[src/rtl/alpc_pkg.sv]
package alpc_pkg;

    localparam int unsigned ColorWidth  = 32;
    localparam int unsigned PixelWidth  = 32;
    localparam int unsigned BppWidth    = 3;
    localparam int unsigned ModeWidth   = 3;
    localparam int unsigned LayoutWidth = 9;
    localparam int unsigned CfgIdxWidth = 3;
    localparam int unsigned CfgDataWidth = LayoutWidth;
    // tdata widths rounded up to whole bytes
    localparam int unsigned InTdataWidth  = ((ColorWidth + 7) / 8) * 8;
    localparam int unsigned OutTdataWidth = ((PixelWidth + BppWidth + 7) / 8) * 8;

    typedef enum logic [ModeWidth-1:0] {
        MODE_ARGB8888 = 3'd0,
        MODE_ABGR8888 = 3'd1,
        MODE_BGRA8888 = 3'd2,
        MODE_RGBA8888 = 3'd3,
        MODE_RGB888   = 3'd4,
        MODE_RGB565   = 3'd5,
        MODE_BGR565   = 3'd6,
        MODE_FLEX     = 3'd7
    } t_mode;

    typedef enum logic [CfgIdxWidth-1:0] {
        REG_FORMAT_MODE = 3'd0,
        REG_ALPHA_LAYOUT = 3'd1,
        REG_RED_LAYOUT   = 3'd2,
        REG_GREEN_LAYOUT = 3'd3,
        REG_BLUE_LAYOUT  = 3'd4,
        REG_FLEX_BPP     = 3'd5
    } t_reg_idx;

    localparam logic [PixelWidth-1:0] AlphaForce = 32'hFF00_0000;
    localparam logic [BppWidth-1:0]   BppWord    = 3'd4;
    localparam logic [BppWidth-1:0]   Bpp888     = 3'd3;
    localparam logic [BppWidth-1:0]   Bpp565     = 3'd2;
    localparam logic [BppWidth-1:0]   FlexBppRst = 3'd4;

    typedef struct packed {
        t_mode                   format_mode;
        logic [LayoutWidth-1:0]  alpha_layout;
        logic [LayoutWidth-1:0]  red_layout;
        logic [LayoutWidth-1:0]  green_layout;
        logic [LayoutWidth-1:0]  blue_layout;
        logic [BppWidth-1:0]     flex_bpp;
    } t_cfg;

    // Top len bits of a channel byte, placed at pos; lengths above eight saturate.
    function automatic logic [PixelWidth-1:0] place_channel(
        input logic [7:0]             chan,
        input logic [LayoutWidth-1:0] layout
    );
        logic [4:0]            pos;
        logic [3:0]            len;
        logic [7:0]            v;
        logic [PixelWidth-1:0] wide;
        pos = layout[4:0];
        len = layout[8:5];
        if (len > 4'd8) begin
            len = 4'd8;
        end
        v    = chan >> (4'd8 - len);
        wide = {24'd0, v};
        if (len == 4'd0) begin
            place_channel = '0;
        end else begin
            place_channel = wide << pos;
        end
    endfunction

endpackage

[src/rtl/alpc_cfg_regs.sv]
module alpc_cfg_regs (
    input  logic                              i_clk,
    input  logic                              i_rst_n,
    input  logic                              i_cfg_wen,
    input  logic [alpc_pkg::CfgIdxWidth-1:0]  i_cfg_idx,
    input  logic [alpc_pkg::CfgDataWidth-1:0] i_cfg_data,
    output alpc_pkg::t_cfg                    o_cfg
);
    import alpc_pkg::*;

    t_cfg r_cfg;
    t_cfg n_cfg;

    always_comb begin
        n_cfg = r_cfg;
        if (i_cfg_wen) begin
            case (t_reg_idx'(i_cfg_idx))
                REG_FORMAT_MODE:  n_cfg.format_mode  = t_mode'(i_cfg_data[ModeWidth-1:0]);
                REG_ALPHA_LAYOUT: n_cfg.alpha_layout = i_cfg_data;
                REG_RED_LAYOUT:   n_cfg.red_layout   = i_cfg_data;
                REG_GREEN_LAYOUT: n_cfg.green_layout = i_cfg_data;
                REG_BLUE_LAYOUT:  n_cfg.blue_layout  = i_cfg_data;
                REG_FLEX_BPP:     n_cfg.flex_bpp     = i_cfg_data[BppWidth-1:0];
                default:          n_cfg = r_cfg; // drop writes past the register list
            endcase
        end
    end

    always_ff @(posedge i_clk) begin
        if (!i_rst_n) begin
            r_cfg.format_mode  <= MODE_ARGB8888;
            r_cfg.alpha_layout <= '0;
            r_cfg.red_layout   <= '0;
            r_cfg.green_layout <= '0;
            r_cfg.blue_layout  <= '0;
            r_cfg.flex_bpp     <= FlexBppRst;
        end else begin
            r_cfg <= n_cfg;
        end
    end

    assign o_cfg = r_cfg;

endmodule

[src/rtl/alpc_encode.sv]
module alpc_encode (
    input  logic [alpc_pkg::ColorWidth-1:0] i_color,
    input  alpc_pkg::t_cfg                  i_cfg,
    output logic [alpc_pkg::PixelWidth-1:0] o_pixel,
    output logic [alpc_pkg::BppWidth-1:0]   o_bpp
);
    import alpc_pkg::*;

    logic [7:0]            alpha;
    logic [7:0]            red;
    logic [7:0]            green;
    logic [7:0]            blue;
    logic [PixelWidth-1:0] flex_pixel;

    assign alpha = i_color[31:24];
    assign red   = i_color[23:16];
    assign green = i_color[15:8];
    assign blue  = i_color[7:0];

    // overlapping channels simply OR together
    assign flex_pixel = place_channel(alpha, i_cfg.alpha_layout)
                      | place_channel(red,   i_cfg.red_layout)
                      | place_channel(green, i_cfg.green_layout)
                      | place_channel(blue,  i_cfg.blue_layout);

    always_comb begin
        case (i_cfg.format_mode)
            MODE_FLEX: begin
                o_pixel = flex_pixel;
                o_bpp   = i_cfg.flex_bpp;
            end
            // BGR565 keeps red on top, same as RGB565
            MODE_RGB565, MODE_BGR565: begin
                o_pixel = {16'd0, red[7:3], green[7:2], blue[7:3]};
                o_bpp   = Bpp565;
            end
            MODE_RGB888: begin
                o_pixel = {8'd0, blue, green, red};
                o_bpp   = Bpp888;
            end
            default: begin
                o_pixel = i_color | AlphaForce;
                o_bpp   = BppWord;
            end
        endcase
    end

endmodule

[src/rtl/argb_to_layer_pixel_converter.sv]
// ARGB8888 to layer pixel converter.
// Slave stream s_axis_*: one ARGB8888 colour per item (alpha 31..24 .. blue 7..0).
// Master stream m_axis_*: the pixel word in the programmed layer format, right
// aligned, with the bytes per pixel of that format in tdata bits 34..32.
// Configuration: i_cfg_wen writes i_cfg_data into register i_cfg_idx at the clock
// edge (0 format mode, 1..4 alpha/red/green/blue layout, 5 flexible byte count);
// indexes past 5 are ignored. Write only while the stream is drained.
// Path: an accepted item is held in the input register, then passes through the
// conversion logic into the result register, which drives m_axis_tvalid.
// Throughput: one item per clock while not stalled; the conversion is a single
// pass of byte selects and four small barrel shifters between the two registers.
// Stall: while the result register is full and not taken, the input register
// still accepts one item; s_axis_tready drops only when both are occupied.
// Reset (i_rst_n low, synchronous) empties both registers and restores the
// register defaults: ARGB8888, all layouts zero, flexible byte count four.
module argb_to_layer_pixel_converter (
    input  logic                               i_clk,
    input  logic                               i_rst_n,
    // configuration write port
    input  logic                               i_cfg_wen,
    input  logic [alpc_pkg::CfgIdxWidth-1:0]   i_cfg_idx,
    input  logic [alpc_pkg::CfgDataWidth-1:0]  i_cfg_data,
    // colour items
    input  logic                               s_axis_tvalid,
    output logic                               s_axis_tready,
    input  logic [alpc_pkg::InTdataWidth-1:0]  s_axis_tdata,  // [31:0] argb_color
    // pixel items
    output logic                               m_axis_tvalid,
    input  logic                               m_axis_tready,
    output logic [alpc_pkg::OutTdataWidth-1:0] m_axis_tdata   // [31:0] pixel_word,
                                                              // [34:32] pixel_bytes
);
    import alpc_pkg::*;

    t_cfg                  cfg;
    logic                  r_in_valid;
    logic [ColorWidth-1:0] r_color;
    logic                  r_out_valid;
    logic [PixelWidth-1:0] r_pixel;
    logic [BppWidth-1:0]   r_bpp;
    logic [PixelWidth-1:0] n_pixel;
    logic [BppWidth-1:0]   n_bpp;
    logic                  advance;
    logic                  in_take;

    alpc_cfg_regs u_cfg_regs (
        .i_clk      (i_clk),
        .i_rst_n    (i_rst_n),
        .i_cfg_wen  (i_cfg_wen),
        .i_cfg_idx  (i_cfg_idx),
        .i_cfg_data (i_cfg_data),
        .o_cfg      (cfg)
    );

    alpc_encode u_encode (
        .i_color (r_color),
        .i_cfg   (cfg),
        .o_pixel (n_pixel),
        .o_bpp   (n_bpp)
    );

    // result register free or being emptied this cycle
    assign advance       = !r_out_valid || m_axis_tready;
    assign s_axis_tready = !r_in_valid || advance;
    assign in_take       = s_axis_tvalid && s_axis_tready;

    always_ff @(posedge i_clk) begin
        if (!i_rst_n) begin
            r_in_valid  <= 1'b0;
            r_out_valid <= 1'b0;
        end else begin
            if (s_axis_tready) begin
                r_in_valid <= s_axis_tvalid;
            end
            if (advance) begin
                r_out_valid <= r_in_valid;
            end
        end
    end

    always_ff @(posedge i_clk) begin
        if (in_take) begin
            r_color <= s_axis_tdata[ColorWidth-1:0];
        end
        if (advance && r_in_valid) begin
            r_pixel <= n_pixel;
            r_bpp   <= n_bpp;
        end
    end

    assign m_axis_tvalid = r_out_valid;
    assign m_axis_tdata  = {{(OutTdataWidth - PixelWidth - BppWidth){1'b0}}, r_bpp, r_pixel};

endmodule

[config.mk]
export PLATFORM = sky130hd
export DESIGN_NAME = argb_to_layer_pixel_converter
export DESIGN_NICKNAME = d
export VERILOG_FILES = /design/src/rtl/alpc_pkg.sv /design/src/rtl/alpc_cfg_regs.sv /design/src/rtl/alpc_encode.sv /design/src/rtl/argb_to_layer_pixel_converter.sv
export SDC_FILE = /design/constraint.sdc
export NUM_CORES = 1
export LEC_CHECK = 0
export ABC_CLOCK_PERIOD_IN_PS = 10080
export BUFFER_PORTS_ARGS = -buffer_cell sky130_fd_sc_hd__buf_2
export CORE_MARGIN = 2
export CORE_UTILIZATION = 50
export DETAILED_ROUTE_END_ITERATION = 6
export PLACE_DENSITY = 0.68
export SYNTH_ARGS = -nofsm -noshare
export SYNTH_HDL_FRONTEND = slang
export SYNTH_SLANG_ARGS = --single-unit
[constraint.sdc]
create_clock -name i_clk -period 10.08 [get_ports i_clk]
set_input_delay 2.016 -clock i_clk [delete_from_list [all_inputs] [get_ports i_clk]]
set_output_delay 2.016 -clock i_clk [all_outputs]
set_load 0.05 [all_outputs]
## After elaboration in Yosys (flattened, before gate mapping)

Cells that the tools add are included.

- Reductions and logical operators: 18
- Multiplexer cells: 10
- Magnitude comparators: 4
- Div/mod/pow operators: 0
- Bitwise operators: 3
- Eq/ne operators: 9
- Multiply operators: 0
- Add/subtract/negate cells: 4
- Shifts and indexed selects: 8

Operators by type and width:

| kind | number |
|---|---|
| $mux 32 | 4 |
| $shl 8x5->32 | 4 |
| $or 32x32->32 | 3 |
| $pmux 32 s3 | 1 |
| $shr 8x4->8 | 4 |
| $eq 3x3->1 const B | 6 |
| $gt 4x4->1 const B | 4 |
| $logic_not 4->1 | 4 |
| $mux 4 | 4 |
| $sub 4x4->4 const A | 4 |
| $reduce_and 2->1 | 6 |
| $pmux 3 s3 | 1 |
| $eq 3x2->1 const B | 2 |
| $eq 3x1->1 const B | 1 |
| $logic_not 3->1 | 1 |
| $logic_and 1x1->1 | 2 |
| $logic_not 1->1 | 2 |
| $logic_or 1x1->1 | 2 |
| $reduce_or 2->1 | 1 |

- Flip-flop bits (word level): 111
- Bits of input ports: 49
- ROM bits: 0
- Bits in latches: 0
- RAM bits: 0
- Memories kept: 0
- Word-level logic and storage cells: 67

## Depth between registers and ports, before layout

Gate-level depths: netlist of run 1.

- Word-level depth: 10
- Depth in mapped cells: 16
- Mapped depth without buffers: 12

## Modules after synthesis

From an unflattened synthesis of run 1, not the netlist that was laid out.

- Cells, all modules: 1134
- Area, all modules: 9317.7 um2

By module, submodules not included:

| module | seq. area each (um2) | area an instance (um2) | times used | cells an instance |
|---|---|---|---|---|
| alpc_encode | 0.0 | 5564.1 | 1 | 900 |
| argb_to_layer_pixel_converter | 2052.0 | 2157.1 | 1 | 82 |
| alpc_cfg_regs | 840.8 | 1596.5 | 1 | 152 |

## Worst setup path after synthesis of run 1

OpenSTA, ideal clock, no wires.

- Kind: in2out
- From: in m_axis_tready
- To: out s_axis_tready
- Stages on the path: 2
- Slack: 5524 ps
- Required time: 8064 ps
- Data arrival time: 2540 ps
- Path through: nor2b_1 > nand2_1

- Cells in the longest elaborated chain, start to end: 2

Ends and longest elaborated chain:

| element | line | RTL |
|---|---|---|
| start, declared | argb_to_layer_pixel_converter.sv:29 | `input logic m_axis_tready,` |
| $logic_or 1x1->1 | argb_to_layer_pixel_converter.sv:63 | `assign advance = !r_out_valid \|\| m_axis_tready;` |
| $logic_or 1x1->1 | argb_to_layer_pixel_converter.sv:64 | `assign s_axis_tready = !r_in_valid \|\| advance;` |
| end, declared | argb_to_layer_pixel_converter.sv:25 | `output logic s_axis_tready,` |

No other way between the ends.

## Worst setup path in the final report of run 1

Same ends and word-level chain as after synthesis.

==> impl_metrics.csv, run 1 <==
group,metric,value,unit
floorplanning,io_pins,91,
layout,layout-drive-gt1-share,0.1482,
detailed_routing,drt_iter0_drc,1501,
layout,fin_cells,1415,
setup_path,critPathArrivalTime,2.74,ns
grt,grt_pass1_wl,53.12,mm
synth,synth_area_per_cell,8.168,µm²
sta,fin_crit_sh,0.4716,
setup_path,crit_path_start_kind,"primary input",
setup_path,path_common_cell,"buf_2",
clock_network,clockRootBuffer,"clkbuf_16",
floorplanning,core_area,0.01858,mm²
synth,synth-main-ff-cell,"edfxtp_1",
grt,grt_max_degree,45,
grt,grt_pass1_vias,8707,
synth,synth_top_family_by_area,"compound AO/OA/AOI/OAI gates",
clock_network,cts_hold_buf,0,
floorplanning,fp.dieW,141.4,µm
detailed_routing,highest_layer,"met5",
synth,synth-edff-count,67,
synth,ys_seq_elements,111,
clock_network,cts_inserted_buffers,9,
place,routabilityCongestion,1.082,
floorplanning,initial_core_util,0.5077,
layout,nNetsFinal,1229,
setup_path,path_delay_family,"simple AND/OR/NAND/NOR gates",
sta,finalSetupViolCount,0,
synth,synth_adder_area_share,0.005305,
detailed_routing,vias,9789,
clock_network,cts.sinks,111,
sta,slew-limit-headroom,0.2892,
detailed_routing,drt-pass1-iter-count,7,
power_and_ir_drop,p_leak,3.308,nW
setup_path,critPathCaptureType,"primary output",
detailed_routing,route.met3.wl,4.188,mm
setup_path,critPathMaxStageDelay,0.29,ns
grt,grt_overflow_total,0,
clock_network,htreeDepth,3,
synth,ys_seq_area_frac,0.3066,
worst_hold_path,hold_path_class,"reg2reg",
setup_path,crit_type,"in2out",
grt,antenna_found_initial,2,
place,dp_hpwl,27.10,mm
floorplanning,die-area,0.01998,mm²
layout,syn_to_final_growth,7.162,%
synth,synthArstFlopShare,0,
power_and_ir_drop,power_density,108.4,mW/mm²
setup_path,crit_buf_inv,2,
job,maxCapViolations,0,
outcome,status,"finished with violations",
worst_hold_path,holdPathStages,2,
floorplanning,die_h,141.4,µm
synth,synth_xor_xnor_area_share,0.004509,
setup_path,cp.depth,4,
detailed_routing,ant_nets,0,
sta,finalCriticalPeriod,4.753,ns
setup_path,cp_slowest_cell,"nor2b_1",
clock_network,cts.clk_slew.worst_paths,0.08,ns
detailed_routing,viasPerCell,6.918,
synth,synth-compound-area-share,0.2846,
synth,yosys.area_share.simple,0.2393,
clock_network,cts_tree,"done",
setup_path,r2r_cells,12,
sta,hold_viol,0,
place,io_buffers,85,
synth,ys_types,98,
detailed_routing,drc,8,
clock_network,post_cts_resized,0,
sta,worstMarginPinSlew,1.064,ns
synth,synth_mux_area_frac,0.1050,
outcome,violations,"DRC",
sta,timing.setup.tns,0,ns
grt,grt_util_all_layers,0.3502,
place,dp_cells,1399,
synth,syn_inst,1155,
sta,drv_slew,0,
clock_network,post_cts_buffers,0,
synth,yosys_warnings,0,
synth,syn-cell-area,0.009434,mm²
setup_path,critical_path.max_fanout,4,
detailed_routing,wire_per_inst,24.99,µm
sta,fin_skew,0.01286,ns
clock_network,clk-insertion-delay-late,0.37,ns
clock_network,cts_buffer_depth,2,
power_and_ir_drop,peakVddDrop,0.00008185,V
detailed_routing,wl_met1,14.88,mm
sta,rsz0062_at_grt,"false",
sta,fmax,210.4,MHz
layout,antenna_cells,0,
setup_path,required,8.06,ns
setup_path,critical_path.cell_chain,"buf_2 -> nor2b_1 -> nand2_1 -> buf_2",
detailed_routing,dr_wl_met2,14.74,mm
floorplanning,rows,50,
detailed_routing,routed_wl,35.36,mm
layout by cell type, fill, tap and decap left out, drive strengths merged, types with 6 or more instances in the layout:
master and n:
clkinv 6, inv 28, and3 7, buf 92, nand3 41, a21oi 39
o221ai 10, or2 8, a31oi 14, a22oi 15, o32ai 7, o31ai 9
dfxtp 44, or3 7, o2bb2ai 8, nand4 7, nor4 8, edfxtp 67
a211oi 14, o21ai 50, a221oi 22, nor3 31, a21boi 38, clkbuf 10
mux2i 67, nor2b 35, o22ai 31, mux2 25, nand2 182, nor2 84
a32o 8, o211ai 15, and2 17, a32oi 17, nand2b 27, a22o 8
a2bb2oi 6
worst register-to-register path, cell delays in order, from the launching register on:
cell and delay (ns):
dfxtp_1 0.44, nor2b_1 0.59, inv_2 0.17, ha_1 0.56
mux2i_1 0.31, mux2i_1 0.21, a32oi_1 0.30, nor2_1 0.09
a211oi_1 0.70, or3_1 0.20, o311ai_0 0.13, a221oi_1 0.40
a32oi_1 0.17
layer usage:
metal  vias to the layer above  track usage
li1                       4408            -
met1                      4606       0.4912
met2                       645       0.5069
met3                       126       0.1036
met4                         4       0.1368
met5                         -            0
final timing paths:
check / from / end / slack (ns)
hold reg to reg: u_cfg_regs.o_cfg[18] / u_cfg_regs.o_cfg[18] / 0.50
setup reg to reg: u_cfg_regs.o_cfg[11] / r_pixel[26] / 5.52
hold / removal: u_cfg_regs.o_cfg[18] / u_cfg_regs.o_cfg[18] / 0.50
setup / recovery: m_axis_tready / s_axis_tready / 5.33
state kept, by name (all words and copies together) (netlist names):
name / flops
u_cfg_regs.o_cfg: 42
r_color: 32
r_pixel: 32
r_bpp: 3
m_axis_tvalid: 1
r_in_valid: 1
cell usage after synthesis, types with 31 or more instances:
| cell type | n | area (µm²) |
|---|---|---|
| a21oi_1 | 37 | 185.2 |
| nand3_1 | 41 | 205.2 |
| edfxtp_1 | 67 | 2012 |
| o22ai_1 | 31 | 193.9 |
| mux2i_1 | 65 | 650.6 |
| a21boi_0 | 38 | 285.3 |
| nor2b_1 | 32 | 200.2 |
| dfxtp_1 | 44 | 880.8 |
| clkbuf_1 | 56 | 210.2 |
| o21ai_0 | 41 | 205.2 |
| nand2_1 | 181 | 679.4 |
| nor2_1 | 84 | 315.3 |
metrics by stage:
stage / hold slack, ns / cell area, µm² / setup slack (ns) / power [mW] / utilization
2_1_floorplan: 0.4444 / 9449 / 5.524 / 0.6777 / -
3_3_place_gp: 0.4734 / 9827 / 5.340 / 0.7466 / 0.5289
3_5_place_dp: 0.4875 / 9827 / 5.310 / 0.7471 / 0.5289
4_1_cts: 0.4982 / 10110 / 5.318 / 1.090 / 0.5441
5_1_grt: 0.5338 / 10110 / 5.227 / 1.137 / 0.5441
6_report: 0.4981 / 10110 / 5.327 / 1.096 / 0.5441
cell type report:
cell class	count	area, µm²
flip-flops and latches	111	2893
well taps	234	292.8
multi-input cells	933	6052
fillers	1782	8471
repair buffers	92	478.0
clock inverters	6	53.80
inverters	29	111.4
clock buffers	10	229.0
logic make-up (layout without fill, tap and decap cells):
| family | Yosys count | count (layout) |
|---|---|---|
| compound gates | 358 | 358 |
| xor+xnor | 4 | 4 |
| fa+ha+maj | 4 | 4 |
| buf+inv | 115 | 137 |
| flops | 111 | 111 |
| mux | 93 | 93 |
| other cells | 1 | 5 |
| simple gates | 469 | 469 |
power breakdown:
group          internal (mW)  leakage (nW)  switching, mW  total (mW)
registers              0.501         0.974         0.0257       0.527
logic                 0.0685          2.20          0.150       0.219
clock network          0.172         0.135          0.178       0.350
Power figures use the tool's default switching activity.
==> run 2: changes to the inputs <==
ABC_AREA = 1   (was unset)
ABC_CLOCK_PERIOD_IN_PS = 4400   (was 10080)
clock period = 4.4 ns   (was 10.08 ns; I/O delays follow)
==> run 2 against run 1 <==
Net effect:
- the run now ends clean
- non-clock buffer count increased by 2
- utilization increased by 1.2 points
- sequential share of layout area increased by 1.2 points
- die area decreased by 4.9%
- hold slack got worse by 0.025 ns
- clock power increased by 120%
- critical path depth increased by 11
- via count about the same
- wire length decreased by 12%
- register-to-register slack got worse by 4.2 ns
- global-route usage decreased by 1.7 points
- synthesized cell count increased by 21%
==> impl_metrics.csv, run 2 <==
group,metric,value,unit
floorplanning,io_pins,91,
synth,synth_common_cells,"nand2_1, nand3_1, inv_1",
sta,rsz0062_at_grt,"false",
floorplanning,fp.dieW,137.9,µm
floorplanning,die-area,0.01901,mm²
clock_network,cts_tree,"done",
clock_network,cts_inserted_buffers,9,
sta,finalHoldWorstSlack,0.4728,ns
synth,synth-compound-area-share,0.09102,
floorplanning,rows,48,
grt,grt_overflow_total,0,
synth,synth_top_family_by_area,"simple AND/OR/NAND/NOR gates",
setup_path,crit_type,"reg2reg",
layout,fillers,1832,
sta,drv_slew,0,
layout,largest_reg_flops,42,
sta,fin_crit_sh,0.7013,
synth,synth.largest_area_cell,"edfxtp_1",
floorplanning,die_h,137.9,µm
synth,yosys.area_share.simple,0.4875,
clock_network,cts_buffer_depth,2,
place,dp_hpwl,24.76,mm
setup_path,required,4.51,ns
floorplanning,core_area,0.01742,mm²
sta,worstMarginPinSlew,1.192,ns
detailed_routing,wire_per_inst,18.67,µm
grt,grt_pass1_vias,8432,
layout,nNetsFinal,1493,
setup_path,critPathArrivalTime,3.19,ns
detailed_routing,drc,0,
sta,fin_skew,0.008785,ns
power_and_ir_drop,power_density,275.0,mW/mm²
place,routabilityCongestion,1.052,
setup_path,critical_path.max_fanout,11,
job,maxCapViolations,0,
detailed_routing,ant_nets,0,
worst_hold_path,hold_path_class,"reg2reg",
synth,synth-edff-count,67,
power_and_ir_drop,peakVddDrop,0.0002277,V
sta,timing.setup.tns,0,ns
power_and_ir_drop,p_total,2.665,mW
synth,synth_area_leaders,"edfxtp_1, nand2_1, nand3_1",
synth,ys_types,35,
clock_network,cts.sinks,111,
power_and_ir_drop,p_leak,4.386,nW
sta,fmax,324.1,MHz
synth,netlist.area_leader.share,0.2245,
synth,ys_seq_area_frac,0.3228,
detailed_routing,viasPerCell,5.860,
synth,syn_inst,1403,
layout,layout-drive-gt1-share,0.1329,
layout,mostFrequentLayoutCells,"nand2_1, nand3_1, inv_1",
clock_network,post_cts_resized,0,
layout,syn_to_final_growth,8.139,%
synth,synth-main-ff-cell,"edfxtp_1",
sta,finalCriticalPeriod,3.086,ns
clock_network,cts.clk_slew.worst_paths,0.08,ns
synth,syn-cell-area,0.008962,mm²
synth,synth_mux_area_frac,0,
synth,synthArstFlopShare,0,
detailed_routing,drt_iter0_drc,1154,
clock_network,clockRootBuffer,"clkbuf_16",
clock_network,post_cts_buffers,0,
setup_path,critPathCaptureType,"flop",
synth,synth_adder_area_share,0.005584,
synth,synth_area_per_cell,6.388,µm²
detailed_routing,drt-pass1-iter-count,7,
clock_network,htreeDepth,3,
outcome,status,"completed",
clock_network,cts_hold_buf,0,
grt,grt_max_degree,44,
synth,post-synth-top-count-cell,"nand2_1",
setup_path,crit_path_start_kind,"flop",
sta,slew-limit-headroom,0.2037,
synth,ys_seq_elements,111,
sta,finalSetupViolCount,0,
detailed_routing,routed_wl,31.18,mm
layout,layout_commonest_cell,"nand2_1",
grt,antenna_found_initial,0,
detailed_routing,vias,9787,
layout,antenna_cells,0,
synth,synth_xor_xnor_area_share,0,
sta,hold_viol,0,
grt,grt_pass1_wl,47.40,mm
clock_network,clk-insertion-delay-late,0.36,ns
synth,yosys_warnings,0,
floorplanning,initial_core_util,0.5146,
place,io_buffers,85,
grt,grt_util_all_layers,0.3330,
[run 2: cell count changes after synthesis, sizes merged, moves of 33 or more]
| cell | change |
|---|---|
| a21boi | -37 |
| inv | +100 |
| nor2b | -35 |
| o21ai | +33 |
| mux2i | -67 |
| nand4 | +50 |
| nand3 | +276 |
| nand2 | +277 |
[run 2: critical path, stage by stage (launching register included)]
cell and delay (ns):
dfxtp_1 0.42, inv_2 0.10, nand2_2 0.21, ha_1 0.38, inv_1 0.27, nand3_1 0.16
nand2_1 0.10, nand2_1 0.05, nand3_1 0.09, nand3_1 0.13, nand2_1 0.10, nand2_1 0.06
nand4_1 0.13, nand3_1 0.16, o21ai_0 0.36, nand2_1 0.10
[run 2: final cells by class]
cell class                 count  area (µm²)  area share
sequential                   111        2893      0.2985
inverter                     129       484.2     0.04996
timing repair buffer          94       493.0     0.05086
clock inverter                 7       47.55    0.004906
tap                          225       281.5     0.02905
clock buffer                   9       225.2     0.02324
multi-input combinational   1095        5268      0.5435
[run 2: cell families after synthesis]
family	after synthesis
simple gates	933
buf+inv	201
compound gates	153
flops	111
fa+ha+maj	4
other cells	1
[run 2: path summary, 6_finish.rpt]
kind,start,endpoint,slack [ns],cells after the start
worst max-delay path,u_cfg_regs.o_cfg[29],r_pixel[6],1.31,15
worst min-delay path,u_cfg_regs.o_cfg[27],u_cfg_regs.o_cfg[27],0.47,2
worst max register to register,u_cfg_regs.o_cfg[29],r_pixel[6],1.31,15
worst min register to register,u_cfg_regs.o_cfg[27],u_cfg_regs.o_cfg[27],0.47,2
[run 2: per-layer routing]
| metal | track usage | vias to the layer above | routed length [µm] |
|---|---|---|---|
| met3 | 0.06213 | 68 | 2840 |
| met5 | 0 | - | 0 |
| met1 | 0.4864 | 4445 | 14000 |
| met4 | 0.1366 | 0 | 1338 |
| li1 | - | 4795 | - |
| met2 | 0.4807 | 479 | 13000 |
[run 2: through the flow]
stage	area, µm²	setup slack (ns)	instances	util
floorplan	8977	1.310	1407	-
global placement	9419	1.385	1654	0.5408
detailed placement	9419	1.377	1654	0.5408
CTS	9692	1.363	1670	0.5565
global route	9692	1.137	1670	0.5565
finish	9692	1.314	1670	0.5565
[run 2: report_power, final]
part | internal (mW) | switching [mW] | total (mW)
sequential | 1.16 | 0.0450 | 1.20
combinational | 0.190 | 0.501 | 0.691
clock | 0.385 | 0.390 | 0.774
total | 1.73 | 0.936 | 2.67
